<file path="config.mk">
export PLATFORM = sky130hd
export DESIGN_NAME = utf8_decoder_cjk_classifier_core
export DESIGN_NICKNAME = d
export VERILOG_FILES = /design/src/rtl/u8cjk_pkg.sv /design/src/rtl/u8cjk_in_stage.sv /design/src/rtl/u8cjk_decode.sv /design/src/rtl/u8cjk_out_stage.sv /design/src/rtl/utf8_decoder_cjk_classifier_core.sv
export VERILOG_INCLUDE_DIRS = /design/src /design/src/rtl
export SDC_FILE = /design/constraint.sdc
export NUM_CORES = 1
export LEC_CHECK = 0
export BUFFER_PORTS_ARGS = -buffer_cell sky130_fd_sc_hd__buf_2
export CAP_MARGIN = 25
export CELL_PAD_IN_SITES_DETAIL_PLACEMENT = 1
export CELL_PAD_IN_SITES_GLOBAL_PLACEMENT = 2
export CORE_MARGIN = 3
export CORE_UTILIZATION = 39
export CTS_CLUSTER_DIAMETER = 200
export CTS_CLUSTER_SIZE = 40
export DETAILED_ROUTE_END_ITERATION = 16
export GPL_ROUTABILITY_DRIVEN = 0
export GPL_TIMING_DRIVEN = 0
export HOLD_SLACK_MARGIN = 0.06
export PLACE_DENSITY_LB_ADDON = 0.1
export SLEW_MARGIN = 20
export SYNTH_ARGS = -nofsm -noshare
export SYNTH_HDL_FRONTEND = slang
export SYNTH_SLANG_ARGS = --single-unit
</file>
<file path="constraint.sdc">
create_clock -name clock -period 3.02 [get_ports clock]
set_clock_uncertainty 0.1 [all_clocks]
set_input_delay 0.302 -clock clock [delete_from_list [all_inputs] [get_ports clock]]
set_output_delay 0.302 -clock clock [all_outputs]
set_load 0.005 [all_outputs]
</file>
<file path="src/rtl/utf8_decoder_cjk_classifier_core_defines.svh">
// Assertion macros shared by the UTF-8 decoder RTL.
`ifndef UTF8_DECODER_CJK_CLASSIFIER_CORE_DEFINES_SVH
`define UTF8_DECODER_CJK_CLASSIFIER_CORE_DEFINES_SVH

`ifndef ASSERT_OFF

// Check that cons holds in the cycle where ante holds.
`define U8_ASSERT_IMPLY(lbl, clk, rst, ante, cons) \
   lbl: assert property (@(posedge clk) disable iff (rst) (ante) |-> (cons)) \
      else $error("u8cjk assertion failed");

// Check that cons holds in the cycle after ante holds.
`define U8_ASSERT_NEXT(lbl, clk, rst, ante, cons) \
   lbl: assert property (@(posedge clk) disable iff (rst) (ante) |=> (cons)) \
      else $error("u8cjk assertion failed");

`else

`define U8_ASSERT_IMPLY(lbl, clk, rst, ante, cons)
`define U8_ASSERT_NEXT(lbl, clk, rst, ante, cons)

`endif

`endif

</file>
<file path="src/rtl/u8cjk_pkg.sv">
// Types and constants of the UTF-8 decoder with CJK classifier.
`timescale 1ns / 1ps

package u8cjk_pkg;

   localparam int unsigned ByteW = 8;
   localparam int unsigned CpW   = 21;
   localparam int unsigned LenW  = 3;
   localparam int unsigned RemW  = 2;

   localparam logic [LenW-1:0] LEN_NONE = 3'd0;
   localparam logic [LenW-1:0] LEN_ONE  = 3'd1;
   localparam logic [LenW-1:0] LEN_TWO  = 3'd2;
   localparam logic [LenW-1:0] LEN_THREE = 3'd3;
   localparam logic [LenW-1:0] LEN_FOUR = 3'd4;

   // CJK ranges: unified ideographs, extension A, compatibility ideographs
   localparam logic [CpW-1:0] CJK_MAIN_LO = 21'h004E00;
   localparam logic [CpW-1:0] CJK_MAIN_HI = 21'h009FFF;
   localparam logic [CpW-1:0] CJK_EXTA_LO = 21'h003400;
   localparam logic [CpW-1:0] CJK_EXTA_HI = 21'h004DBF;
   localparam logic [CpW-1:0] CJK_COMP_LO = 21'h00F900;
   localparam logic [CpW-1:0] CJK_COMP_HI = 21'h00FAFF;

   typedef struct packed {
      logic [ByteW-1:0] text_byte;
      logic             end_of_string;
   } req_item_type;

   typedef struct packed {
      logic             emit;
      logic [CpW-1:0]   code_point;
      logic [LenW-1:0]  byte_length;
      logic             is_cjk;
   } result_type;

   function automatic logic in_cjk(input logic [CpW-1:0] cp);
      in_cjk = ((cp >= CJK_MAIN_LO) && (cp <= CJK_MAIN_HI)) ||
               ((cp >= CJK_EXTA_LO) && (cp <= CJK_EXTA_HI)) ||
               ((cp >= CJK_COMP_LO) && (cp <= CJK_COMP_HI));
   endfunction

endpackage

</file>
<file path="src/rtl/u8cjk_in_stage.sv">
// Input register stage: holds one accepted request byte.
`timescale 1ns / 1ps

module u8cjk_in_stage (
   input  logic                  clock,
   input  logic                  reset,
   input  logic                  req_tvalid,
   output logic                  req_tready,
   input  u8cjk_pkg::req_item_type req_item,
   input  logic                  out_free,
   output logic                  item_valid,
   output u8cjk_pkg::req_item_type item
);

   logic                    valid_ff;
   logic                    valid_in;
   u8cjk_pkg::req_item_type item_ff;

   // Advance when empty or when the held byte moves on this cycle.
   assign req_tready = !valid_ff || out_free;
   assign valid_in   = req_tready ? req_tvalid : valid_ff;

   always_ff @(posedge clock) begin
      if (reset) begin
         valid_ff <= 1'b0;
      end else begin
         valid_ff <= valid_in;
      end
      if (req_tready && req_tvalid) begin
         item_ff <= req_item;
      end
   end

   assign item_valid = valid_ff;
   assign item       = item_ff;

endmodule

</file>
<file path="src/rtl/u8cjk_decode.sv">
// Decoder state and per-byte decode and classify logic.
`timescale 1ns / 1ps
`include "utf8_decoder_cjk_classifier_core_defines.svh"

module u8cjk_decode (
   input  logic                    clock,
   input  logic                    reset,
   input  logic                    csr_wr_en,
   input  logic                    csr_wr_data,
   input  logic                    item_valid,
   input  u8cjk_pkg::req_item_type item,
   input  logic                    out_free,
   output u8cjk_pkg::result_type   result
);

   logic [u8cjk_pkg::RemW-1:0] rem_ff, rem_in;
   logic [u8cjk_pkg::LenW-1:0] len_ff, len_in;
   logic [u8cjk_pkg::CpW-1:0]  pv_ff, pv_in;
   logic                       cjk_only_ff;

   logic [u8cjk_pkg::RemW-1:0] rem_dec;
   logic [u8cjk_pkg::CpW-1:0]  pv_shift;
   logic [u8cjk_pkg::ByteW-1:0] b;
   logic                        done;
   logic [u8cjk_pkg::CpW-1:0]  cp;
   logic [u8cjk_pkg::LenW-1:0] len;
   logic                        cjk;
   logic                        step;

   assign b        = item.text_byte;
   assign step     = item_valid && out_free;
   assign rem_dec  = rem_ff - u8cjk_pkg::RemW'(1);
   assign pv_shift = {pv_ff[u8cjk_pkg::CpW-7:0], b[5:0]};

   always_comb begin
      rem_in = '0;
      len_in = u8cjk_pkg::LEN_NONE;
      pv_in  = '0;
      done   = 1'b0;
      cp     = '0;
      len    = u8cjk_pkg::LEN_NONE;
      if ((rem_ff != '0) && (b[7:6] == 2'b10)) begin
         if (rem_dec == '0) begin
            done = 1'b1;
            cp   = pv_shift;
            len  = len_ff;
         end else begin
            rem_in = rem_dec;
            len_in = len_ff;
            pv_in  = pv_shift;
         end
      end else if (b[7] == 1'b0) begin
         done = 1'b1;
         cp   = u8cjk_pkg::CpW'(b);
         len  = u8cjk_pkg::LEN_ONE;
      end else if (b[7:5] == 3'b110) begin
         rem_in = 2'd1;
         len_in = u8cjk_pkg::LEN_TWO;
         pv_in  = u8cjk_pkg::CpW'(b[4:0]);
      end else if (b[7:4] == 4'b1110) begin
         rem_in = 2'd2;
         len_in = u8cjk_pkg::LEN_THREE;
         pv_in  = u8cjk_pkg::CpW'(b[3:0]);
      end else if (b[7:3] == 5'b11110) begin
         rem_in = 2'd3;
         len_in = u8cjk_pkg::LEN_FOUR;
         pv_in  = u8cjk_pkg::CpW'(b[2:0]);
      end
      // drop any open sequence at the end of the string
      if (item.end_of_string) begin
         rem_in = '0;
         len_in = u8cjk_pkg::LEN_NONE;
         pv_in  = '0;
      end
   end

   assign cjk = u8cjk_pkg::in_cjk(cp);

   always_comb begin
      result.emit        = item_valid && done && (!cjk_only_ff || cjk);
      result.code_point  = cp;
      result.byte_length = len;
      result.is_cjk      = cjk;
   end

   always_ff @(posedge clock) begin
      if (reset) begin
         rem_ff      <= '0;
         len_ff      <= u8cjk_pkg::LEN_NONE;
         pv_ff       <= '0;
         cjk_only_ff <= 1'b1;
      end else begin
         if (step) begin
            rem_ff <= rem_in;
            len_ff <= len_in;
            pv_ff  <= pv_in;
         end
         if (csr_wr_en) begin
            cjk_only_ff <= csr_wr_data;
         end
      end
   end

   `U8_ASSERT_IMPLY(a_idle_clear, clock, reset, rem_ff == '0, (len_ff == u8cjk_pkg::LEN_NONE) && (pv_ff == '0))
   `U8_ASSERT_IMPLY(a_open_len, clock, reset, rem_ff != '0, (len_ff > 3'(rem_ff)) && (len_ff <= u8cjk_pkg::LEN_FOUR))
   `U8_ASSERT_NEXT(a_eos_close, clock, reset, step && item.end_of_string, rem_ff == '0)

endmodule

</file>
<file path="src/rtl/u8cjk_out_stage.sv">
// Result register stage: holds one decoded character until taken.
`timescale 1ns / 1ps

module u8cjk_out_stage (
   input  logic                  clock,
   input  logic                  reset,
   input  logic                  item_valid,
   input  u8cjk_pkg::result_type result,
   output logic                  out_free,
   output logic                  rsp_valid,
   input  logic                  rsp_ready,
   output u8cjk_pkg::result_type rsp_item
);

   logic                  valid_ff;
   logic                  valid_in;
   u8cjk_pkg::result_type item_ff;

   // Free when empty or when the held result leaves this cycle.
   assign out_free = !valid_ff || rsp_ready;
   assign valid_in = out_free ? (item_valid && result.emit) : valid_ff;

   always_ff @(posedge clock) begin
      if (reset) begin
         valid_ff <= 1'b0;
      end else begin
         valid_ff <= valid_in;
      end
      if (out_free) begin
         item_ff <= result;
      end
   end

   assign rsp_valid = valid_ff;
   assign rsp_item  = item_ff;

endmodule

</file>
<file path="src/rtl/utf8_decoder_cjk_classifier_core.sv">
// Top level of the streaming UTF-8 decoder with CJK classifier.
//
//   Port group   Direction  Carries
//   req_*        in         one text byte per request, tlast marks end of string
//   rsp_*        out        at most one character per request: code point, length, CJK flag
//   csr_*        in         cjk_only register write (no read-back)
//
// An accepted byte passes through the input register, then decode logic into
// the result register. One byte is accepted every cycle unless the result stalls.
// Synchronous reset empties both registers, closes any open sequence and sets
// cjk_only. A stalled result holds its register; the input register keeps
// accepting as long as the result register can take what it holds.
`timescale 1ns / 1ps
`include "utf8_decoder_cjk_classifier_core_defines.svh"

module utf8_decoder_cjk_classifier_core (
   input  logic        clock,
   input  logic        reset,
   // tdata: text_byte [7:0]
   input  logic        req_tvalid,
   output logic        req_tready,
   input  logic [7:0]  req_tdata,
   input  logic        req_tlast,
   // tdata: code_point [20:0], byte_length [23:21]
   output logic        rsp_tvalid,
   input  logic        rsp_tready,
   output logic [23:0] rsp_tdata,
   // tuser: is_cjk [0]
   output logic        rsp_tuser,
   input  logic        csr_wr_en,
   input  logic        csr_wr_data
);

   u8cjk_pkg::req_item_type req_item;
   u8cjk_pkg::req_item_type item;
   u8cjk_pkg::result_type   result;
   u8cjk_pkg::result_type   rsp_item;
   logic                    item_valid;
   logic                    out_free;

   assign req_item.text_byte     = req_tdata;
   assign req_item.end_of_string = req_tlast;

   // Hold the accepted request byte.
   u8cjk_in_stage u_in (
      .clock      (clock),
      .reset      (reset),
      .req_tvalid (req_tvalid),
      .req_tready (req_tready),
      .req_item   (req_item),
      .out_free   (out_free),
      .item_valid (item_valid),
      .item       (item)
   );

   // Advance the sequence state and classify the finished character.
   u8cjk_decode u_dec (
      .clock       (clock),
      .reset       (reset),
      .csr_wr_en   (csr_wr_en),
      .csr_wr_data (csr_wr_data),
      .item_valid  (item_valid),
      .item        (item),
      .out_free    (out_free),
      .result      (result)
   );

   // Hold the result until the downstream side takes it.
   u8cjk_out_stage u_out (
      .clock      (clock),
      .reset      (reset),
      .item_valid (item_valid),
      .result     (result),
      .out_free   (out_free),
      .rsp_valid  (rsp_tvalid),
      .rsp_ready  (rsp_tready),
      .rsp_item   (rsp_item)
   );

   assign rsp_tdata = {rsp_item.byte_length, rsp_item.code_point};
   assign rsp_tuser = rsp_item.is_cjk;

   `U8_ASSERT_IMPLY(a_rsp_len, clock, reset, rsp_tvalid, (rsp_tdata[23:21] != 3'd0) && (rsp_tdata[23:21] <= 3'd4))
   `U8_ASSERT_IMPLY(a_rsp_cjk, clock, reset, rsp_tvalid, rsp_tuser == u8cjk_pkg::in_cjk(rsp_tdata[20:0]))

endmodule

</file>
# Yosys cells after proc, flatten, opt, wreduce, memory -nomap -nowiden
# Cells that the tools add are included.
# op_classes
div,0
multipliers,0
reduce_logical,20
eq_ne,5
n_lt_le_gt_ge,6
shift,0
addsub,1
n_bitwise,0
mux,30
# ops
op,n
15-bit two-way mux,5
"21-bit by 16-bit <= comparator with 1-bit output, second input constant",2
21-bit two-way mux,2
3-bit two-way mux,10
"21-bit by 14-bit greater-or-equal comparator with 1-bit output, second input constant",1
"21-bit by 15-bit greater-or-equal comparator with 1-bit output, second input constant",1
"21-bit by 16-bit greater-or-equal comparator with 1-bit output, second input constant",1
"21-bit by 15-bit <= comparator with 1-bit output, second input constant",1
2-bit two-way mux,7
1-bit logical AND,9
7-bit two-way mux,1
"5-bit == test, second input constant",1
1-bit logical OR,5
"4-bit == test, second input constant",1
1-bit two-way mux,4
4-bit two-way mux,1
"3-bit == test, second input constant",1
1-bit logical NOT,3
"3-bit inequality test, second input constant",1
"2-bit == test, second input constant",1
2-bit logical NOT,1
2-bit AND reduction,1
2-bit nonzero test,1
"2-bit by 1-bit subtractor with 2-bit output, second input constant",1
# word_totals
ram_bits,0
word_cells,73
romBits,0
latch_bits,0
memories,0
input_bits,15
output_inout_bits,27
regBits,57

# Longest topological paths before layout
# Gate-level depths: netlist of the first run.
# depth
depth_word,11
depth_mapped,7

# Modules after synthesis
# From an unflattened synthesis of the first run, not the netlist that was laid out.
# unflattened
hier_cells,214
area_unflattened_um2,2468.6
# modules_own_cells
module,seq_area_each_um2,cells_per_inst,instances,area_each_um2
u8cjk_decode,420.4,170,1,1316.3
u8cjk_out_stage,800.8,30,1,827.0
u8cjk_in_stage,290.3,14,1,325.3

# Least setup slack after synthesis of the first run
# OpenSTA, ideal clock, no wires.
# synth_timing
path_type,register to register
from,"register u_out.valid_ff, in the netlist u_out.rsp_valid"
to,register u_dec.len_ff[0] in the netlist's numbering
stages_incl_launch_ff,7
path_slack_ns,1.154
setup_ns,0.071
arrival_ns,1.696
path_cell_list,dfxtp_1 > nor2b_2 > inv_2 > nand2_1 > buf_2 > or4_1 > a21oi_1
# synth_via
elab_chain_len,4
# synth_rtl
item,line,rtl
start: declaration,u8cjk_out_stage.sv:15,logic valid_ff;
start signal: assignment,u8cjk_out_stage.sv:27,valid_ff <= valid_in;
1-bit logical NOT,u8cjk_out_stage.sv:20,assign out_free = !valid_ff || rsp_ready;
1-bit logical OR,u8cjk_out_stage.sv:20,
named net out_free,utf8_decoder_cjk_classifier_core.sv:39,logic out_free;
1-bit logical AND,u8cjk_decode.sv:31,assign step = item_valid && out_free;
2-bit AND reduction (no source line),n/a,
end signal: assignment,u8cjk_decode.sv:89,len_ff <= u8cjk_pkg::LEN_NONE;
end signal: assignment,u8cjk_decode.sv:95,len_ff <= len_in;
end: declaration,u8cjk_decode.sv:17,"logic [u8cjk_pkg::LenW-1:0] len_ff, len_in;"
# The timed path passes the listed nets, and every way through them passes these cells.
# A chain may end at the register's enable or synchronous reset.

# Final worst setup path of the first run
# layout_timing
from,register u_dec.rem_ff[0] in the netlist's numbering
to,register u_dec.pv_ff[7] in the netlist's numbering
# layout_via
elab_chain_len,5
word_cells_on_any_way,7
classes_between,add/sub: 1; mux: 3; reduce/logical: 3
# layout_rtl
item,line,rtl
start: declaration,u8cjk_decode.sv:16,"logic [u8cjk_pkg::RemW-1:0] rem_ff, rem_in;"
start signal: assignment,u8cjk_decode.sv:94,rem_ff <= rem_in;
2-bit by 1-bit subtractor with 2-bit output,u8cjk_decode.sv:32,assign rem_dec = rem_ff - u8cjk_pkg::RemW'(1);
2-bit logical NOT,u8cjk_decode.sv:43,if (rem_dec == '0) begin
15-bit two-way mux,u8cjk_decode.sv:43,
15-bit two-way mux (*),u8cjk_decode.sv:42,if ((rem_ff != '0) && (b[7:6] == 2'b10)) begin
15-bit two-way mux (*),u8cjk_decode.sv:70,if (item.end_of_string) begin
end signal: assignment,u8cjk_decode.sv:96,pv_ff <= pv_in;
end: declaration,u8cjk_decode.sv:18,"logic [u8cjk_pkg::CpW-1:0] pv_ff, pv_in;"
# Mark *: on every way between the ends. The rest lies on a longest branch, timed or not.

==> qor.yml, run 1 <==
setup_path:
  r2r_slack_ps: 850
  critPathMaxFanout: 10
  r2r_start: "u_dec.rem_ff[0]"
  timing.critical_path.to_type: "flip-flop"
  arrival_ps: 2340
  crit_end: "u_dec.pv_ff[7]"
  reg2reg_to: "u_dec.pv_ff[7]"
  crit_path_start_kind: "flip-flop"
  ff2ff_path_depth: 6
  critPathRequiredTime_ps: 3190
  startpoint: "u_dec.rem_ff[0]"
  worst-setup-path-type: "reg2reg"
route:
  ant_nets: 0
  drt_pass1_iterations: 4
  viasPerCell: 5.05
  drcViolationCount: 0
  drt_iter0_markers: 98
  wl_per_cell_um: 16.3
  wl_mm: 5.49
  vias: 1702
grt:
  first_global_vias: 1714
  grt_overflow: 0
  grt_max_degree: 29
  grt_antenna_before_repair: 0
  grt_first_pass_wirelength_mm: 8.80
  track_usage_pct: 16.4
synth:
  synth_xor_area_share_pct: 0.373
  dominantRegCellSynth: "edfxtp_1"
  synth.distinct_cells: 42
  synth_fa_ha_area_share_pct: 1.07
  synth-simple-area-share_pct: 20.3
  synth_area_um2: 2350
  synth_edf_count: 34
  ys_async_sr_fraction_pct: 0
  ys_seq_elements: 57
  synth_nets: 215
  synth-seq-area-share_pct: 63.1
  synth.avg_cell_area_um2: 11.9
  synth_mux_area_share_pct: 0
  synth-compound-area-share_pct: 12.6
  synth_top_family_by_area: "simple AND/OR/NAND/NOR gates"
  synth_cells: 198
  yosysWarningCount: 0
worst_hold_path:
  hp-class: "in2reg"
cts:
  clkSinkCount: 57
  clock_latency_ps: 340
  clk_pin_slew_ps: 70
  cts_max_level: 3
  numCtsBuffers: 9
  cts-root-buf: "clkbuf_8"
  ctsResizeCount: 0
  tritoncts: "yes"
  clk_path_buf_depth: 2
placed_design:
  place_ws_ps: 821
  hpwl_mm: 3.82
  portBuffers: 41
finish:
  final_core_util_pct: 52.2
  final_cell_mix: "buf_2, edfxtp_1, dfxtp_1, and2_1, nor2_1"
  layout_commonest_cell: "buf_2"
  drive_gt1_share_pct: 25.7
  layout.nets: 277
  area_growth_pct: 26.2
  diodes: 0
pwr:
  finalPower_mw: 1.71
  p_per_area_nw_per_um2: 577
  peakVddDrop_mv: 0.281
  leakagePower_nw: 1.19
floorplan:
  fp-row-count: 27
  dieWidth_um: 83.6
  start_util_pct: 41.4
  core_um2: 5680
  io_pins: 42
  die_y_um: 83.6
  dieArea_um2: 6990
sta:
  min_period_ps: 2170
  grt_setup_unrepaired: "no"
  fmax_mhz: 460
  fin_ws_ps: 848
  finalSetupViolCount: 0
  tns_ps: 0
  max_slew_margin_pct: 51.9
  period_share_pct: 71.9
  hold_viol_final: 0
  tightest_slew_ps: 720
  finalMaxSlewViolations: 0
outcome:
  status: "complete, no violations"
run:
  maxCapViolCount: 0
[timing repair]
| action | in CTS | in global routing |
|---|---|---|
| buffers inserted | 0 | 0 |
| hold buffers | 10 | 0 |
| endpoints found under the hold margin | 10 | 0 |
[routing by layer]
| layer | share of wire, % | GRT usage (%) | vias to the layer above |
|---|---|---|---|
| met3 | 5.0 | 4.54 | 7 |
| li1 | - | - | 855 |
| met5 | 0 | 0 | - |
| met4 | 1.3 | 6.58 | 0 |
| met1 | 49 | 22.9 | 803 |
| met2 | 44 | 24.1 | 37 |
[registers in the layout (all words and copies together), names as in the netlist]
register           cells
u_dec.rem_ff           2
u_dec.len_ff           3
u_in.item              9
u_out.rsp_item        25
u_dec.cjk_only_ff      1
u_out.rsp_valid        1
u_dec.pv_ff           15
u_in.item_valid        1
[Yosys cell counts (2+ instances only)]
cell type / number / area (um^2)
or4_1: 4 / 30.0
nor2_1: 16 / 60.1
o211ai_1: 2 / 15.0
a21oi_1: 14 / 70.1
edfxtp_1: 34 / 1020
nand2_1: 15 / 56.3
nor3_1: 2 / 10.0
nor4b_1: 2 / 17.5
nor2b_1: 9 / 56.3
a22oi_1: 11 / 82.6
nand3_1: 2 / 10.0
a311oi_1: 2 / 17.5
o2111ai_1: 3 / 26.3
buf_2: 3 / 15.0
or2_2: 2 / 12.5
clkbuf_1: 3 / 11.3
dfxtp_1: 23 / 460
o21ai_0: 4 / 20.0
nand2b_1: 2 / 12.5
ha_1: 2 / 25.0
inv_1: 5 / 18.8
and2_1: 18 / 113
[layout make-up]
class / count / area (um^2)
Fill cell: 644 / 2710
Sequential cell: 57 / 1480
Multi-Input combinational cell: 128 / 807
Timing Repair Buffer: 51 / 305
Clock buffer: 9 / 124
Clock inverter: 7 / 95.1
Tap cell: 72 / 90.1
Buffer: 7 / 37.5
Inverter: 6 / 22.5
[worst min-delay path by stage]
stage	from	end	slack, ps	cells after the start
after global placement	u_dec.rem_ff[1]	u_dec.rem_ff[1]	340	2
after detailed placement	u_dec.rem_ff[1]	u_dec.rem_ff[1]	350	2
after CTS	reset	u_dec.rem_ff[1]	60	2
after global routing	reset	u_dec.rem_ff[1]	90	2
final	reset	u_dec.rem_ff[1]	80	2
after floorplan	reset	u_dec.rem_ff[1]	270	1
[logic make-up (layout without fill, tap and decap cells)]
kind of cell,count (synthesis),in the layout
xor+xnor,1,1
compound gates,44,44
buf+inv,13,80
fa+ha+maj,2,2
simple gates,81,81
flops,57,57
[metrics by stage]
step                      hold WS (ps)  cell area (um^2)  cells
after floorplan                    271              2350    198
after global placement             341              2640    311
after detailed placement           347              2640    311
after CTS                         61.3              2960    337
after global routing              85.9              2960    337
final                             78.8              2960    337
[critical path, stage by stage (launching register included)]
cell	delay [ps]
dfxtp_1	390
inv_1	60
ha_1	250
or4b_4	540
nor4_4	480
a22oi_1	130
nor2_1	140
[where the power goes]
group	internal [mW]	switching (mW)	leakage [nW]
clock network	0.464	0.323	0.109
logic	0.0349	0.0394	0.510
registers	0.838	0.0114	0.574
total	1.34	0.374	1.19
Power figures use the tool's default switching activity.
==> inputs of run 2 (changes only) <==
CORE_UTILIZATION = 32   (was 39)
clock period = 1.8 ns   (was 3.02 ns; I/O delays follow)
==> qor.yml, run 2 (synthesis gave the netlist of run 1 again) <==
finish:
  layout_commonest_cell: "buf_2"  # unchanged
  fillers: 767  # was 644
  layout.nets: 296  # was 277
  multiInputGateArea_um2: 951  # was 807 um^2
  area_growth_pct: 42.0  # was 26.2%
  design_area_um2: 3330  # was 2960 um^2
  largest_reg_flops: 25  # unchanged
  seq_area_um2: 1490  # was 1480 um^2
  diodes: 0  # unchanged
  drive_gt1_share_pct: 39.1  # was 25.7%
  final_cell_mix: "buf_2, edfxtp_1, dfxtp_1, and2_1, nor2_1"  # unchanged
setup_path:
  timing.critical_path.to_type: "flip-flop"  # unchanged
  worst-setup-path-type: "reg2reg"  # unchanged
  critPathTopFamily: "simple AND/OR/NAND/NOR gates"  # unchanged
  crit_cells: 7  # was 6
  path_buf_inv: 2  # was 1
  crit_path_start_kind: "flip-flop"  # unchanged
  critical_path.slowest_cell: "or4b_4"  # unchanged
  arrival_ps: 2110  # was 2340 ps
  worstPathCellList: "inv_2, ha_4, or4b_4, nor4_4, buf_4, a22oi_1, nor2_1"  # was inv_1, ha_1, or4b_4, nor4_4, a22oi_1, nor2_1
  cp_slowest_stage_delay_ps: 520  # was 540 ps
  critPathMaxFanout: 5  # was 10
  ff2ff_path_depth: 7  # was 6
  critPathRequiredTime_ps: 1970  # was 3190 ps
sta:
  fin_ws_ps: -143  # was 848 ps
  finalMaxSlewViolations: 0  # unchanged
  fmax_mhz: 515  # was 460 MHz
  min_period_ps: 1940  # was 2170 ps
  tns_ps: -1160  # was 0 ps
  grt_setup_unrepaired: "yes"  # was no
  finalSetupViolCount: 12  # was 0
  tightest_slew_ps: 702  # was 720 ps
  hold_viol_final: 0  # unchanged
  period_share_pct: 108  # was 71.9%
  max_slew_margin_pct: 53.2  # was 51.9%
  holdWs_ps: 131  # was 78.8 ps
floorplan:
  dieArea_um2: 8400  # was 6990 um^2
  start_util_pct: 33.8  # was 41.4%
  die_y_um: 91.7  # was 83.6 um
  core_um2: 6940  # was 5680 um^2
  fp-row-count: 30  # was 27
  io_pins: 42  # unchanged
  dieWidth_um: 91.7  # was 83.6 um
route:
  viasPerCell: 4.87  # was 5.05
  drt_iter0_markers: 43  # was 98
  wl_mm: 6.27  # was 5.49 mm
  drt_pass1_iterations: 4  # unchanged
  ant_nets: 0  # unchanged
  drcViolationCount: 0  # unchanged
  vias: 1849  # was 1702
  wl_per_cell_um: 16.5  # was 16.3 um
outcome:
  violations: "setup timing"
  status: "finished with violations"  # was complete, no violations
cts:
  numCtsBuffers: 9  # unchanged
  tritoncts: "yes"  # unchanged
  clk_pin_slew_ps: 60  # was 70 ps
  clock_latency_ps: 340  # about the same
  cts_max_level: 3  # unchanged
  clkSinkCount: 57  # unchanged
  clk_path_buf_depth: 2  # unchanged
  cts-root-buf: "clkbuf_8"  # unchanged
pwr:
  leakagePower_nw: 1.31  # was 1.19 nW
  peakVddDrop_mv: 0.468  # was 0.281 mV
  p_per_area_nw_per_um2: 904  # was 577 nW/um^2
grt:
  grt_first_pass_wirelength_mm: 9.67  # was 8.80 mm
  first_global_vias: 1865  # was 1714
  grt_antenna_before_repair: 0  # unchanged
  grt_max_degree: 29  # unchanged
  track_usage_pct: 15.2  # was 16.4%
  grt_overflow: 0  # unchanged
placed_design:
  portBuffers: 41  # unchanged
  hpwl_mm: 3.85  # was 3.82 mm
  placed_area_um2: 2680  # was 2640 um^2
  place_ws_ps: -308  # was 821 ps
run:
  maxCapViolCount: 0  # unchanged
worst_hold_path:
  hold_depth: 3  # was 2
  hp-class: "in2reg"  # unchanged
## run 2: cell count changes in the layout (fill, tap and decap cells not counted), sizes merged
cell,before,now
clkinv,4,3
clkbuf,12,13
dlygate4sd3,10,13
buf,45,60
bufinv,2,3
## run 2: final cells by class
type / count / share of cell area, %
clock inverter: 6 / 3.19
timing repair inverter: 1 / 0.263
buffer: 7 / 1.43
inverter: 6 / 1.05
sequential: 57 / 44.6
multi-input combinational: 128 / 28.5
clock buffer: 10 / 3.83
timing repair buffer: 69 / 13.5
tap: 96 / 3.60
## run 2: worst reg2reg max path: stages (launching register included)
cell and delay, ps:
dfxtp_4 370, inv_2 50, ha_4 160, or4b_4 520
nor4_4 300, buf_4 210, a22oi_1 70, nor2_1 90
## run 2: path summary, 6_finish.rpt
check / from / endpoint / slack [ps]
max: u_dec.rem_ff[0] / u_dec.pv_ff[9] / -140
min: rsp_tready / u_out.rsp_item[18] / 130
max reg2reg: u_dec.rem_ff[0] / u_dec.pv_ff[9] / -140
min reg2reg: u_dec.rem_ff[1] / u_dec.rem_ff[1] / 360
## run 2: through the flow
stage / std cells / util (%) / power, mW
floorplan: 198 / - / 1.51
global placement: 335 / 38.6 / 1.56
detailed placement: 335 / 38.6 / 1.56
CTS: 372 / 45.5 / 3.04
global route: 380 / 48.0 / 3.13
finish: 380 / 48.0 / 3.01
## run 2: repair_timing
action | in CTS | in global routing
buffers inserted | 8 | 6
hold buffers | 13 | 0
endpoints found under the setup margin | 33 | 29
resized for setup | 14 | 28
pin swaps | 7 | 12
endpoints found under the hold margin | 13 | 0
gates cloned | 0 | 2
## run 2: report_power, final
part	switching, mW	internal, mW	total (mW)
logic	0.0781	0.0768	0.155
registers	0.0191	1.40	1.42
clock network	0.524	0.913	1.44
total	0.621	2.39	3.01
## run 2: layer usage
| metal | GRT usage (%) | share of wire [%] | routed length [um] |
|---|---|---|---|
| met5 | 0 | 0 | 0 |
| met2 | 23.2 | 49 | 3060 |
| met3 | 2.95 | 3.3 | 208 |
| met4 | 8.29 | 1.7 | 104 |
| met1 | 20.4 | 46 | 2900 |
==> inputs of run 3 (changes only) <==
CORE_UTILIZATION = 33   (was 32)
SKIP_CTS_REPAIR_TIMING = 1   (was not set)
SYNTH_HIERARCHICAL = 1   (was not set)
==> qor.yml, run 3 <==
outcome:
  status: "finished with violations"  # unchanged
  violations: "setup timing"  # unchanged
sta:
  period_share_pct: 104  # was 108%
  min_period_ps: 1860  # was 1940 ps
  fin_ws_ps: -64.0  # was -143 ps
  tightest_slew_ps: 570  # was 702 ps
  finalSetupViolCount: 13  # was 12
  max_slew_margin_pct: 62.0  # was 53.2%
  grt_setup_unrepaired: "yes"  # unchanged
  hold_viol_final: 0  # unchanged
  finalMaxSlewViolations: 0  # unchanged
  fmax_mhz: 536  # was 515 MHz
setup_path:
  reg2reg_to: "u_dec/len_ff[1]"  # was u_dec.pv_ff[9]
  arrival_ps: 1960  # was 2110 ps
  ff2ff_path_depth: 7  # unchanged
  critPathMaxFanout: 4  # was 5
  worst-setup-path-type: "reg2reg"  # unchanged
  r2r_slack_ps: -60  # was -140 ps
  path_buf_inv: 2  # unchanged
  worstPathCellList: "inv_4, ha_4, or3b_4, o31ai_4, buf_6, or4b_4, a21oi_2"  # was inv_2, ha_4, or4b_4, nor4_4, buf_4, a22oi_1, nor2_1
  r2r_start: "u_dec/rem_ff[0]"  # was u_dec.rem_ff[0]
  critPathRequiredTime_ps: 1900  # was 1970 ps
  cp_slowest_stage_delay_ps: 410  # was 520 ps
  critical_path.slowest_cell: "or3b_4"  # was or4b_4
  timing.critical_path.to_type: "flip-flop"  # unchanged
  critPathTopFamily: "simple AND/OR/NAND/NOR gates"  # unchanged
  crit_path_start_kind: "flip-flop"  # unchanged
route:
  drt_iter0_markers: 35  # was 43
  wl_mm: 6.08  # was 6.27 mm
  vias: 1873  # was 1849
  drt_pass1_iterations: 4  # unchanged
  drcViolationCount: 0  # unchanged
  viasPerCell: 4.79  # was 4.87
  ant_nets: 0  # unchanged
  wl_per_cell_um: 15.5  # was 16.5 um
cts:
  clkSinkCount: 57  # unchanged
  tritoncts: "yes"  # unchanged
  clock_latency_ps: 330  # was 340 ps
  clk_path_buf_depth: 2  # unchanged
  cts_max_level: 3  # unchanged
  clk_pin_slew_ps: 70  # was 60 ps
  numCtsBuffers: 9  # unchanged
  cts-root-buf: "clkbuf_8"  # unchanged
pwr:
  intPower_mw: 2.01  # was 2.39 mW
  finalPower_mw: 2.64  # was 3.01 mW
  p_comb_share_pct: 6.4  # was 5.1%
  clkPwrFrac_pct: 39.7  # was 47.7%
  p_seq_share_pct: 53.9  # was 47.2%
  leakagePower_nw: 1.28  # was 1.31 nW
  sw_frac_of_total_pct: 23.7  # was 20.6%
  p_sw_mw: 0.627  # was 0.621 mW
  peakVddDrop_mv: 0.336  # was 0.468 mV
  p_per_area_nw_per_um2: 810  # was 904 nW/um^2
finish:
  design_area_um2: 3260  # was 3330 um^2
  largest_reg_flops: 25  # unchanged
  drive_gt1_share_pct: 37.3  # was 39.1%
  final_core_util_pct: 46.7  # was 48.0%
  layout.nets: 307  # was 296
  final_cell_mix: "buf_2, edfxtp_1, nand2_1, and2_1, dfxtp_1"  # was buf_2, edfxtp_1, dfxtp_1, and2_1, nor2_1
  area_growth_pct: 33.8  # was 42.0%
  diodes: 0  # unchanged
  layout_commonest_cell: "buf_2"  # unchanged
grt:
  grt_first_pass_wirelength_mm: 9.44  # was 9.67 mm
  grt_overflow: 0  # unchanged
  grt_antenna_before_repair: 0  # unchanged
  grt_max_degree: 30  # was 29
  track_usage_pct: 14.6  # was 15.2%
  first_global_vias: 1834  # was 1865
worst_hold_path:
  hp-class: "in2reg"  # unchanged
  hold_depth: 2  # was 3
  holdPathEnd: "u_in/item[2]"  # was u_out.rsp_item[18]
  hp-start: "req_tvalid"  # was rsp_tready
synth:
  synth_area_um2: 2440  # was 2350 um^2
  synth_nets: 230  # was 215
  yosysWarningCount: 6  # was 0
  synth.avg_cell_area_um2: 11.4  # was 11.9 um^2
  synth_cells: 213  # was 198
floorplan:
  die_y_um: 92.0  # was 91.7 um
  fp-row-count: 30  # unchanged
  dieArea_um2: 8460  # was 8400 um^2
  core_um2: 6980  # was 6940 um^2
  io_pins: 42  # unchanged
  dieWidth_um: 92.0  # was 91.7 um
  start_util_pct: 34.9  # was 33.8%
placed_design:
  hpwl_mm: 3.98  # was 3.85 mm
  portBuffers: 41  # unchanged
  placed_area_um2: 2800  # was 2680 um^2
run:
  maxCapViolCount: 0  # unchanged
==> run 3: cell count changes in the layout (fill, tap and decap cells not counted), sizes merged, moves of 3 or more <==
cell     previous run  this run
nand2              15        33
bufinv              3         0
a22oi              11         5
nor2b              10         2
o2111ai             3         0
nand2b              2         5
a21oi              14        17
nand3               2         6
or4                 4         0
and2               18        24
==> run 3: layout make-up <==
cell class,count,area [um^2]
clock buffers,11,141
plain buffers,9,62.6
repair buffers,67,437
well taps,96,120
multi-input cells,140,960
flip-flops and latches,57,1490
inverters,6,25.0
clock inverters,5,31.3
fillers,795,3720
==> run 3: metrics by stage <==
step           hold WS, ps  TNS (ps)  instances  setup WS [ps]
2_1_floorplan          142         0        213           3.24
3_3_place_gp           257     -5300        350           -449
3_5_place_dp           258     -5730        350           -486
4_1_cts               -102     -6290        366           -515
5_1_grt                189     -1180        391           -163
6_report               177      -265        391          -64.0
==> run 3: power by group through the flow <==
stage / clock network, mW / logic, mW / registers, mW
finish: 1.05 / 0.168 / 1.43
global route: 1.14 / 0.185 / 1.43
CTS: 1.08 / 0.124 / 1.43
detailed placement: 0 / 0.123 / 1.46
global placement: 0 / 0.122 / 1.45
floorplan: 0 / 0.0714 / 1.45
==> run 3: worst max path at each step <==
stage,cells after the start,endpoint,start,slack (ps)
after floorplan,9,u_out/rsp_item[0],u_dec/rem_ff[0],3
after global placement,6,u_dec/pv_ff[12],u_out/rsp_valid,-450
after detailed placement,6,u_dec/pv_ff[12],u_out/rsp_valid,-490
after CTS,6,u_dec/pv_ff[12],u_out/rsp_valid,-510
after global routing,10,u_out/rsp_valid,u_dec/rem_ff[0],-160
final,7,u_dec/len_ff[1],u_dec/rem_ff[0],-60
==> run 3: metal layers <==
metal	vias to the layer above	routed length, um	global-route usage [%]
met5	-	0	0
li1	911	-	-
met3	12	221	3.20
met2	44	2700	22.0
met4	0	138	7.80
met1	906	3020	19.5
